File: config.mk
export PLATFORM = sky130hd
export DESIGN_NAME = carrier_tracking_pll
export DESIGN_NICKNAME = d
export VERILOG_FILES = /design/src/design/ctp_pkg.sv /design/src/design/ctp_cordic.sv /design/src/design/ctp_smul.sv /design/src/design/carrier_tracking_pll.sv
export SDC_FILE = /design/constraint.sdc
export NUM_CORES = 2
export LEC_CHECK = 0
export BUFFER_PORTS_ARGS = -buffer_cell sky130_fd_sc_hd__buf_4
export CAP_MARGIN = 20
export CORE_MARGIN = 2
export CORE_UTILIZATION = 55
export CTS_CLUSTER_SIZE = 24
export DETAILED_ROUTE_END_ITERATION = 10
export PLACE_DENSITY_LB_ADDON = 0.25
export SKIP_LAST_GASP = 1
export SLEW_MARGIN = 20
export SYNTH_ARGS = -nofsm -noshare
export SYNTH_HDL_FRONTEND = slang
export SYNTH_SLANG_ARGS = --single-unit
File: constraint.sdc
create_clock -name i_clk -period 9.5 [get_ports i_clk]
set_input_delay 1.9 -clock i_clk [delete_from_list [all_inputs] [get_ports i_clk]]
set_output_delay 1.9 -clock i_clk [all_outputs]
set_load 0.05 [all_outputs]
File: src/design/ctp_pkg.sv
package ctp_pkg;

    // Datapath widths
    localparam int CORDIC_W  = 32;   // rotator x and y
    localparam int ANGLE_W   = 26;   // rotator angle accumulator
    localparam int K_W       = 5;    // iteration index
    localparam int STEPS     = 18;   // rotator iterations
    localparam int PRESCALE  = 12;   // sample scaling before rotation
    localparam int SAMPLE_W  = 16;
    localparam int DEMOD_W   = 17;
    localparam int TURN_W    = 24;   // phase, frequency, error, gains
    localparam int LIMIT_W   = 23;
    localparam int MUL_HI_W  = 26;   // upper part of the serial product register
    localparam int PROD_W    = 48;
    localparam int CFG_IDX_W = 3;
    localparam int CFG_DAT_W = 24;

    localparam logic [16:0] INV_GAIN  = 17'd39797;
    localparam int          DEMOD_MAX = 46341;

    // Register indexes
    localparam logic [CFG_IDX_W-1:0] REG_PHASE_GAIN   = 3'd0;
    localparam logic [CFG_IDX_W-1:0] REG_FREQ_GAIN    = 3'd1;
    localparam logic [CFG_IDX_W-1:0] REG_NOMINAL_FREQ = 3'd2;
    localparam logic [CFG_IDX_W-1:0] REG_FREQ_LIMIT   = 3'd3;

    typedef struct packed {
        logic           load;
        logic           step;
        logic           vec_mode;
        logic [K_W-1:0] k;
    } t_cordic_ctl;

    // atan(2^-k) in 2^-24 turn
    function automatic logic signed [ANGLE_W-1:0] turn_atan(input logic [K_W-1:0] k);
        logic signed [ANGLE_W-1:0] v;
        case (k)
            5'd0:    v = 26'sd2097152;
            5'd1:    v = 26'sd1238021;
            5'd2:    v = 26'sd654136;
            5'd3:    v = 26'sd332050;
            5'd4:    v = 26'sd166669;
            5'd5:    v = 26'sd83416;
            5'd6:    v = 26'sd41718;
            5'd7:    v = 26'sd20860;
            5'd8:    v = 26'sd10430;
            5'd9:    v = 26'sd5215;
            5'd10:   v = 26'sd2608;
            5'd11:   v = 26'sd1304;
            5'd12:   v = 26'sd652;
            5'd13:   v = 26'sd326;
            5'd14:   v = 26'sd163;
            5'd15:   v = 26'sd81;
            5'd16:   v = 26'sd41;
            5'd17:   v = 26'sd20;
            default: v = '0;
        endcase
        return v;
    endfunction

endpackage

File: src/design/ctp_cordic.sv
module ctp_cordic (
    input  logic                                  i_clk,
    input  ctp_pkg::t_cordic_ctl                  i_ctl,
    input  logic signed [ctp_pkg::CORDIC_W-1:0]   i_x,
    input  logic signed [ctp_pkg::CORDIC_W-1:0]   i_y,
    input  logic signed [ctp_pkg::ANGLE_W-1:0]    i_z,
    output logic signed [ctp_pkg::CORDIC_W-1:0]   o_x,
    output logic signed [ctp_pkg::CORDIC_W-1:0]   o_y,
    output logic signed [ctp_pkg::ANGLE_W-1:0]    o_z
);
    import ctp_pkg::*;

    logic signed [CORDIC_W-1:0] r_x, r_y;
    logic signed [ANGLE_W-1:0]  r_z;
    logic signed [CORDIC_W-1:0] dx, dy;
    logic signed [ANGLE_W-1:0]  atan_k;
    logic                       pos;

    // One micro-rotation; rotation mode steers by angle, vectoring by y
    always_comb begin
        dx     = r_y >>> i_ctl.k;
        dy     = r_x >>> i_ctl.k;
        atan_k = turn_atan(i_ctl.k);
        pos    = i_ctl.vec_mode ? !(r_y > 0) : !r_z[ANGLE_W-1];
    end

    // Load a vector or advance one iteration
    always_ff @(posedge i_clk) begin
        if (i_ctl.load) begin
            r_x <= i_x;
            r_y <= i_y;
            r_z <= i_z;
        end else if (i_ctl.step) begin
            if (pos) begin
                r_x <= r_x - dx;
                r_y <= r_y + dy;
                r_z <= r_z - atan_k;
            end else begin
                r_x <= r_x + dx;
                r_y <= r_y - dy;
                r_z <= r_z + atan_k;
            end
        end
    end

    assign o_x = r_x;
    assign o_y = r_y;
    assign o_z = r_z;

endmodule

File: src/design/ctp_smul.sv
module ctp_smul (
    input  logic                                 i_clk,
    input  logic                                 i_load,
    input  logic                                 i_step,
    input  logic signed [ctp_pkg::TURN_W-1:0]    i_mcand,
    input  logic        [ctp_pkg::TURN_W-1:0]    i_mplier,
    output logic signed [ctp_pkg::PROD_W-1:0]    o_prod
);
    import ctp_pkg::*;

    logic signed [TURN_W-1:0]          r_mcand;
    logic signed [MUL_HI_W-1:0]        r_hi;
    logic        [TURN_W-1:0]          r_lo;
    logic signed [MUL_HI_W-1:0]        sum;
    logic signed [MUL_HI_W+TURN_W-1:0] shifted;

    // Add the multiplicand on a set multiplier bit, then shift right
    always_comb begin
        sum     = r_hi + (r_lo[0] ? MUL_HI_W'(r_mcand) : '0);
        shifted = $signed({sum, r_lo}) >>> 1;
    end

    always_ff @(posedge i_clk) begin
        if (i_load) begin
            r_mcand <= i_mcand;
            r_hi    <= '0;
            r_lo    <= i_mplier;
        end else if (i_step) begin
            r_hi <= shifted[MUL_HI_W+TURN_W-1:TURN_W];
            r_lo <= shifted[TURN_W-1:0];
        end
    end

    assign o_prod = $signed({r_hi[PROD_W-TURN_W-1:0], r_lo});

endmodule

File: src/design/carrier_tracking_pll.sv
// Channel  | Signals                                        | Direction
// ---------+------------------------------------------------+----------
// sample   | i_in_valid, o_in_ready, i_i_in, i_q_in         | in
// demod    | o_out_valid, i_out_ready, o_demod_out          | out
// config   | i_cfg_valid, o_cfg_ready, i_cfg_index, i_cfg_data | in
//
// From acceptance to result, one sample passes through 18 rotation
// iterations and 18 vectoring iterations on the shared CORDIC, then 24
// bit-serial steps of the two gain multipliers, plus load/update cycles.
// A new sample is taken only when the loop is idle; the result sits in an
// output register, so a stalled consumer delays at most the following
// sample's completion. Reset is synchronous; config writes are always
// accepted.
module carrier_tracking_pll (
    input  logic                                   i_clk,
    input  logic                                   i_rst_n,
    input  logic                                   i_in_valid,
    output logic                                   o_in_ready,
    input  logic signed [ctp_pkg::SAMPLE_W-1:0]    i_i_in,
    input  logic signed [ctp_pkg::SAMPLE_W-1:0]    i_q_in,
    output logic                                   o_out_valid,
    input  logic                                   i_out_ready,
    output logic signed [ctp_pkg::DEMOD_W-1:0]     o_demod_out,
    input  logic                                   i_cfg_valid,
    output logic                                   o_cfg_ready,
    input  logic        [ctp_pkg::CFG_IDX_W-1:0]   i_cfg_index,
    input  logic        [ctp_pkg::CFG_DAT_W-1:0]   i_cfg_data
);
    import ctp_pkg::*;

    localparam logic [2:0] S_IDLE = 3'd0;
    localparam logic [2:0] S_ROT  = 3'd1;
    localparam logic [2:0] S_DEM  = 3'd2;
    localparam logic [2:0] S_ATN  = 3'd3;
    localparam logic [2:0] S_MLD  = 3'd4;
    localparam logic [2:0] S_MUL  = 3'd5;
    localparam logic [2:0] S_UPD  = 3'd6;
    localparam logic [2:0] S_OUT  = 3'd7;

    localparam logic [K_W-1:0] LAST_STEP = K_W'(STEPS - 1);
    localparam logic [K_W-1:0] LAST_MUL  = K_W'(TURN_W - 1);

    logic [2:0]                r_state, n_state;
    logic [K_W-1:0]            r_cnt, n_cnt;
    logic [TURN_W-1:0]         r_phase_gain, r_freq_gain;
    logic [LIMIT_W-1:0]        r_freq_limit;
    logic [TURN_W-1:0]         r_phase;
    logic signed [TURN_W-1:0]  r_freq;
    logic                      r_zero;
    logic signed [DEMOD_W-1:0] r_demod, r_out_data;
    logic                      r_out_valid;

    t_cordic_ctl               cctl;
    logic signed [CORDIC_W-1:0] ld_x, ld_y, c_x, c_y;
    logic signed [ANGLE_W-1:0]  ld_z, c_z;

    logic                      in_acc, cfg_acc, out_free;
    logic [TURN_W-1:0]         z_neg;
    logic [TURN_W:0]           z_bias;
    logic [2:0]                quad;
    logic signed [CORDIC_W-1:0] sx, sy;

    logic signed [CORDIC_W+17:0] dem_prod;
    logic signed [20:0]          dem_rnd;
    logic signed [DEMOD_W-1:0]   dem_sat;

    logic signed [TURN_W-1:0]  err;
    logic                      mul_load, mul_step;
    logic signed [PROD_W-1:0]  fprod, pprod;
    logic signed [PROD_W+1:0]  frnd_full, prnd_full;
    logic signed [26:0]        nf, lim;
    logic signed [TURN_W-1:0]  nf_clamped;
    logic signed [26:0]        delta;

    assign in_acc   = i_in_valid && o_in_ready;
    assign cfg_acc  = i_cfg_valid && o_cfg_ready;
    assign out_free = !r_out_valid || i_out_ready;

    // Rotator load: coarse quarter-turn of the sample, or fold in S_DEM
    always_comb begin
        z_neg  = TURN_W'(0) - r_phase;
        z_bias = {1'b0, z_neg} + (TURN_W+1)'(24'h200000);
        quad   = z_bias[TURN_W:22];
        sx     = CORDIC_W'(i_i_in) <<< PRESCALE;
        sy     = CORDIC_W'(i_q_in) <<< PRESCALE;
        case (quad[1:0])
            2'd0:    begin ld_x = sx;  ld_y = sy;  end
            2'd1:    begin ld_x = -sy; ld_y = sx;  end
            2'd2:    begin ld_x = -sx; ld_y = -sy; end
            default: begin ld_x = sy;  ld_y = -sx; end
        endcase
        ld_z = $signed({2'b00, z_neg}) - $signed({1'b0, quad, 22'd0});
        if (r_state == S_DEM) begin
            if (c_x < 0) begin
                ld_x = -c_x;
                ld_y = -c_y;
                ld_z = ANGLE_W'(24'h800000);
            end else begin
                ld_x = c_x;
                ld_y = c_y;
                ld_z = '0;
            end
        end
    end

    // Gain removal and saturation of the demodulated sample
    always_comb begin
        dem_prod = c_x * $signed({1'b0, INV_GAIN});
        dem_rnd  = 21'((dem_prod + (CORDIC_W+18)'(1 <<< 27)) >>> 28);
        if (dem_rnd > 21'sd46341)
            dem_sat = DEMOD_W'(DEMOD_MAX);
        else if (dem_rnd < -21'sd46341)
            dem_sat = -DEMOD_W'(DEMOD_MAX);
        else
            dem_sat = dem_rnd[DEMOD_W-1:0];
    end

    // Shared rotator control
    always_comb begin
        cctl.load     = in_acc || (r_state == S_DEM);
        cctl.step     = (r_state == S_ROT) || (r_state == S_ATN);
        cctl.vec_mode = (r_state == S_ATN);
        cctl.k        = r_cnt;
    end

    ctp_cordic u_cordic (
        .i_clk (i_clk),
        .i_ctl (cctl),
        .i_x   (ld_x),
        .i_y   (ld_y),
        .i_z   (ld_z),
        .o_x   (c_x),
        .o_y   (c_y),
        .o_z   (c_z)
    );

    assign err      = r_zero ? '0 : $signed(c_z[TURN_W-1:0]);
    assign mul_load = (r_state == S_MLD);
    assign mul_step = (r_state == S_MUL);

    ctp_smul u_freq_mul (
        .i_clk    (i_clk),
        .i_load   (mul_load),
        .i_step   (mul_step),
        .i_mcand  (err),
        .i_mplier (r_freq_gain),
        .o_prod   (fprod)
    );

    ctp_smul u_phase_mul (
        .i_clk    (i_clk),
        .i_load   (mul_load),
        .i_step   (mul_step),
        .i_mcand  (err),
        .i_mplier (r_phase_gain),
        .o_prod   (pprod)
    );

    // Loop filter: round products, clamp frequency, advance phase
    always_comb begin
        frnd_full  = ((PROD_W+2)'(fprod) + $signed((PROD_W+2)'(24'h800000))) >>> 24;
        prnd_full  = ((PROD_W+2)'(pprod) + $signed((PROD_W+2)'(24'h800000))) >>> 24;
        nf         = 27'(r_freq) + frnd_full[26:0];
        lim        = $signed({4'd0, r_freq_limit});
        if (nf > lim)
            nf_clamped = lim[TURN_W-1:0];
        else if (nf < -lim)
            nf_clamped = TURN_W'(-lim);
        else
            nf_clamped = nf[TURN_W-1:0];
        delta      = prnd_full[26:0] + 27'(nf_clamped);
    end

    // Sequencer
    always_comb begin
        n_state = r_state;
        n_cnt   = r_cnt;
        unique case (r_state)
            S_IDLE: begin
                n_cnt = '0;
                if (in_acc) n_state = S_ROT;
            end
            S_ROT: begin
                n_cnt = r_cnt + 1'b1;
                if (r_cnt == LAST_STEP) begin
                    n_state = S_DEM;
                    n_cnt   = '0;
                end
            end
            S_DEM: begin
                n_state = S_ATN;
                n_cnt   = '0;
            end
            S_ATN: begin
                n_cnt = r_cnt + 1'b1;
                if (r_cnt == LAST_STEP) begin
                    n_state = S_MLD;
                    n_cnt   = '0;
                end
            end
            S_MLD: begin
                n_state = S_MUL;
                n_cnt   = '0;
            end
            S_MUL: begin
                n_cnt = r_cnt + 1'b1;
                if (r_cnt == LAST_MUL) n_state = S_UPD;
            end
            S_UPD: n_state = S_OUT;
            S_OUT: if (out_free) n_state = S_IDLE;
            default: n_state = S_IDLE;
        endcase
    end

    // Control state and loop state
    always_ff @(posedge i_clk) begin
        if (!i_rst_n) begin
            r_state      <= S_IDLE;
            r_cnt        <= '0;
            r_phase_gain <= '0;
            r_freq_gain  <= '0;
            r_freq_limit <= {LIMIT_W{1'b1}};
            r_phase      <= '0;
            r_freq       <= '0;
            r_out_valid  <= 1'b0;
        end else begin
            r_state <= n_state;
            r_cnt   <= n_cnt;
            if (r_state == S_UPD) begin
                r_freq  <= nf_clamped;
                r_phase <= r_phase + delta[TURN_W-1:0];
            end
            if (cfg_acc) begin
                unique case (i_cfg_index)
                    REG_PHASE_GAIN:   r_phase_gain <= i_cfg_data;
                    REG_FREQ_GAIN:    r_freq_gain  <= i_cfg_data;
                    REG_NOMINAL_FREQ: r_freq       <= {1'b0, i_cfg_data[LIMIT_W-1:0]};
                    REG_FREQ_LIMIT:   r_freq_limit <= i_cfg_data[LIMIT_W-1:0];
                    default: ;
                endcase
            end
            if (r_state == S_OUT && out_free)
                r_out_valid <= 1'b1;
            else if (i_out_ready)
                r_out_valid <= 1'b0;
        end
    end

    // Hold payload
    always_ff @(posedge i_clk) begin
        if (r_state == S_DEM) begin
            r_demod <= dem_sat;
            r_zero  <= (c_x == 0) && (c_y == 0);
        end
        if (r_state == S_OUT && out_free)
            r_out_data <= r_demod;
    end

    assign o_in_ready  = (r_state == S_IDLE);
    assign o_cfg_ready = 1'b1;
    assign o_out_valid = r_out_valid;
    assign o_demod_out = r_out_data;

endmodule

==> flow_summary.json <==
{
  "outcome": "completed",
  "grt_pass1_vias": 39200,
  "rr_worst_depth": 36,
  "netlist_area_um2": 47200,
  "clkSinkCount": 397,
  "clk_pin_slew_ps": 60,
  "hold_slack_ps": 380,
  "setup_viol": 0,
  "dp_hpwl_mm": 108,
  "clock_skew_ps": 56.0,
  "rows": 107,
  "ys_seq_elements": 397,
  "startpoint": "u_freq_mul.r_hi[5]$_SDFFE_PP0N_",
  "critPathLaunchType": "register",
  "end_kind": "register",
  "die_h_um": 297,
  "cts_made_buffers": 48,
  "cts_tree": "yes",
  "ant_nets": 0,
  "avgSynthCellArea_um2": 8.81,
  "tightest_slew_ps": 1030,
  "r2r_slack_ps": 590,
  "syn_to_final_growth_pct": 7.44,
  "hold_violations": 0,
  "min_period_ps": 8910,
  "fin_util_pct": 59.6,
  "initial_core_util_pct": 55.5,
  "relSlewSlack_pct": 31.3,
  "hold_depth": 0,
  "place_area_um2": 49000,
  "regToRegEndpoint": "r_phase[20]$_SDFFE_PN0N_",
  "gp_congestion": 0.991,
  "overflow": 0,
  "critPathMaxFanout": 8,
  "route.detailed.drc": 0,
  "drv_cap": 0,
  "fp.dieW_um": 297,
  "timing.rr.start": "u_freq_mul.r_hi[5]$_SDFFE_PP0N_",
  "drt_iter0_markers": 3276,
  "wl_mm": 138,
  "mostFrequentLayoutCells": "inv_1 (623), ha_1 (489), nand2_1 (481), a21oi_1 (293), nor2_1 (281)",
  "cp_slowest_cell": "fa_1",
  "synth_top_area_share_pct": 13.0,
  "grtUsageTotal_pct": 30.9,
  "slew_viol_final": 0,
  "grt_max_degree": 90,
  "yosysSeqAreaShare_pct": 21.0,
  "min_period_over_period_pct": 93.8,
  "drive_above_1_share_pct": 8.90,
  "io_buffer_count": 82,
  "design_area_um2": 50800,
  "rsz0062_at_grt": "no",
  "synthDistinctLibCells": 103,
  "cts_hold_buffers": 0,
  "hold_class": "reg -> reg",
  "crit_end": "r_phase[20]$_SDFFE_PN0N_",
  "vias_per_cell": 6.07,
  "synth_edf_count": 197,
  "syn-instance-count": 5364,
  "ys.flop_type": "dfxtp_1",
  "clk_path_buf_depth": 3,
  "pin_count": 84,
  "die-area_um2": 88200,
  "grt_pass1_wl_mm": 218,
  "routedWlPerCell_um": 21.1,
  "htree_levels": 2,
  "layout_commonest_cell": "inv_1",
  "core_area_um2": 85100,
  "antenna_found_initial": 0,
  "yosysWarnings": 0,
  "nNetsFinal": 6192,
  "num_vias": 39700,
  "arrival_ps": 9420,
  "fin_setup_tns_ps": 0,
  "insertedDiodeCount": 0,
  "syn_nets": 6200,
  "drt-pass1-iter-count": 5,
  "synthArstFlopShare_pct": 0,
  "yosys.area.top_type": "ha_1",
  "cts_root_buffer": "clkbuf_16",
  "synth.area.top_cells": "ha_1 (13%), edfxtp_1 (13%), fa_1 (12%), dfxtp_1 (8.5%), xnor2_1 (5.1%)",
  "crit_required_ps": 10010,
  "path_class": "reg -> reg",
  "slowest_delay_ps": 570,
  "clkLatencyLatePin_ps": 640,
  "clock.fmax_mhz": 112
}
[stage by stage]
| stage | instances | setup slack, ps |
|---|---|---|
| 6_report | 6540 | 586 |
| 5_1_grt | 6540 | 4.14 |
| 4_1_cts | 6538 | 5.27 |
| 3_5_place_dp | 6448 | 23.1 |
| 3_3_place_gp | 6448 | 255 |
| 2_1_floorplan | 5364 | 887 |
[synth_stat cells (40+ instances only)]
library cell,instances
mux2i_1,41
a21o_1,91
mux4_2,91
a31oi_1,40
xnor2_1,274
inv_1,624
o21ai_0,266
a21boi_0,69
fa_1,280
nand3_1,133
dfxtp_1,200
o211ai_1,65
a21oi_1,295
mux2_2,74
clkbuf_1,149
nor3_1,115
nor2b_1,65
a211oi_1,56
nand2b_1,40
and3_1,44
or3_1,54
xor2_1,174
o22ai_1,45
nand2_1,485
and2_1,93
o21a_1,47
nor2_1,283
ha_1,492
edfxtp_1,197
[flip-flops by register name (all words and copies together) (netlist names), 22 cells and up]
name	cells
u_phase_mul.r_hi	25
u_cordic.o_y	32
r_phase_gain	24
u_phase_mul.r_mcand	24
u_cordic.o_x	32
r_freq_limit	23
u_freq_mul.r_hi	25
r_freq_gain	24
u_phase_mul.r_lo	24
u_cordic.atan_k	22
u_freq_mul.r_lo	24
r_phase	24
r_freq	24
u_cordic.o_z	26
[final cells by class]
class / instances / area (um2)
clock inverter: 36 / 404
sequential: 397 / 9930
clock buffer: 54 / 1240
multi-input combinational: 4126 / 34200
timing repair buffer: 150 / 1130
fill: 7591 / 34400
inverter: 633 / 2380
tap: 1144 / 1430
[routing by layer]
layer	track usage, %	up-vias	part of all wire, %
met5	0	-	0
met4	13.9	0	5.1
met3	3.94	372	6.1
met2	52.2	1447	48
met1	39.6	19100	41
li1	-	18800	-
[critical path: cells and delay by family, from the launching register on]
kind	cells	cell delay, ps
buffers and inverters	2	150
XOR/XNOR	3	550
AO/OA/AOI/OAI	16	3380
flip-flops	1	430
adder cells (fa/ha/maj)	4	1470
AND/OR/NAND/NOR	11	2830
[logic make-up after synthesis]
family                   Yosys count  synth area share [%]
other                              1               0.00794
AND/OR/NAND/NOR                 1471                  15.1
multiplexers                     208                  7.03
adder cells (fa/ha/maj)          772                  24.9
flip-flops                       397                  21.0
AO/OA/AOI/OAI                   1225                  16.7
buffers and inverters            841                  6.87
XOR/XNOR                         449                  8.35
[repair_timing]
| item | in CTS | in global routing |
|---|---|---|
| resized for setup | 0 | 25 |
| setup buffers | 0 | 1 |
| endpoints found under the setup margin | 0 | 11 |
[how the worst min path moves through the flow]
stage	start	end	slack (ps)
after detailed placement	r_demod[12]$_SDFFCE_PP1P_	o_demod_out[12]$_DFFE_PP_	410
after global placement	r_demod[10]$_SDFFCE_PP1P_	o_demod_out[10]$_DFFE_PP_	400
after CTS	r_demod[7]$_SDFFCE_PP0P_	o_demod_out[7]$_DFFE_PP_	380
after floorplan	r_demod[0]$_SDFFCE_PP1P_	o_demod_out[0]$_DFFE_PP_	400
final	r_demod[7]$_SDFFCE_PP0P_	o_demod_out[7]$_DFFE_PP_	380
after global routing	r_demod[0]$_SDFFCE_PP1P_	o_demod_out[0]$_DFFE_PP_	390
Power is left out: the tool's default activity adds up to more than one toggle a clock period on the data nets, which glitch-free logic cannot reach.
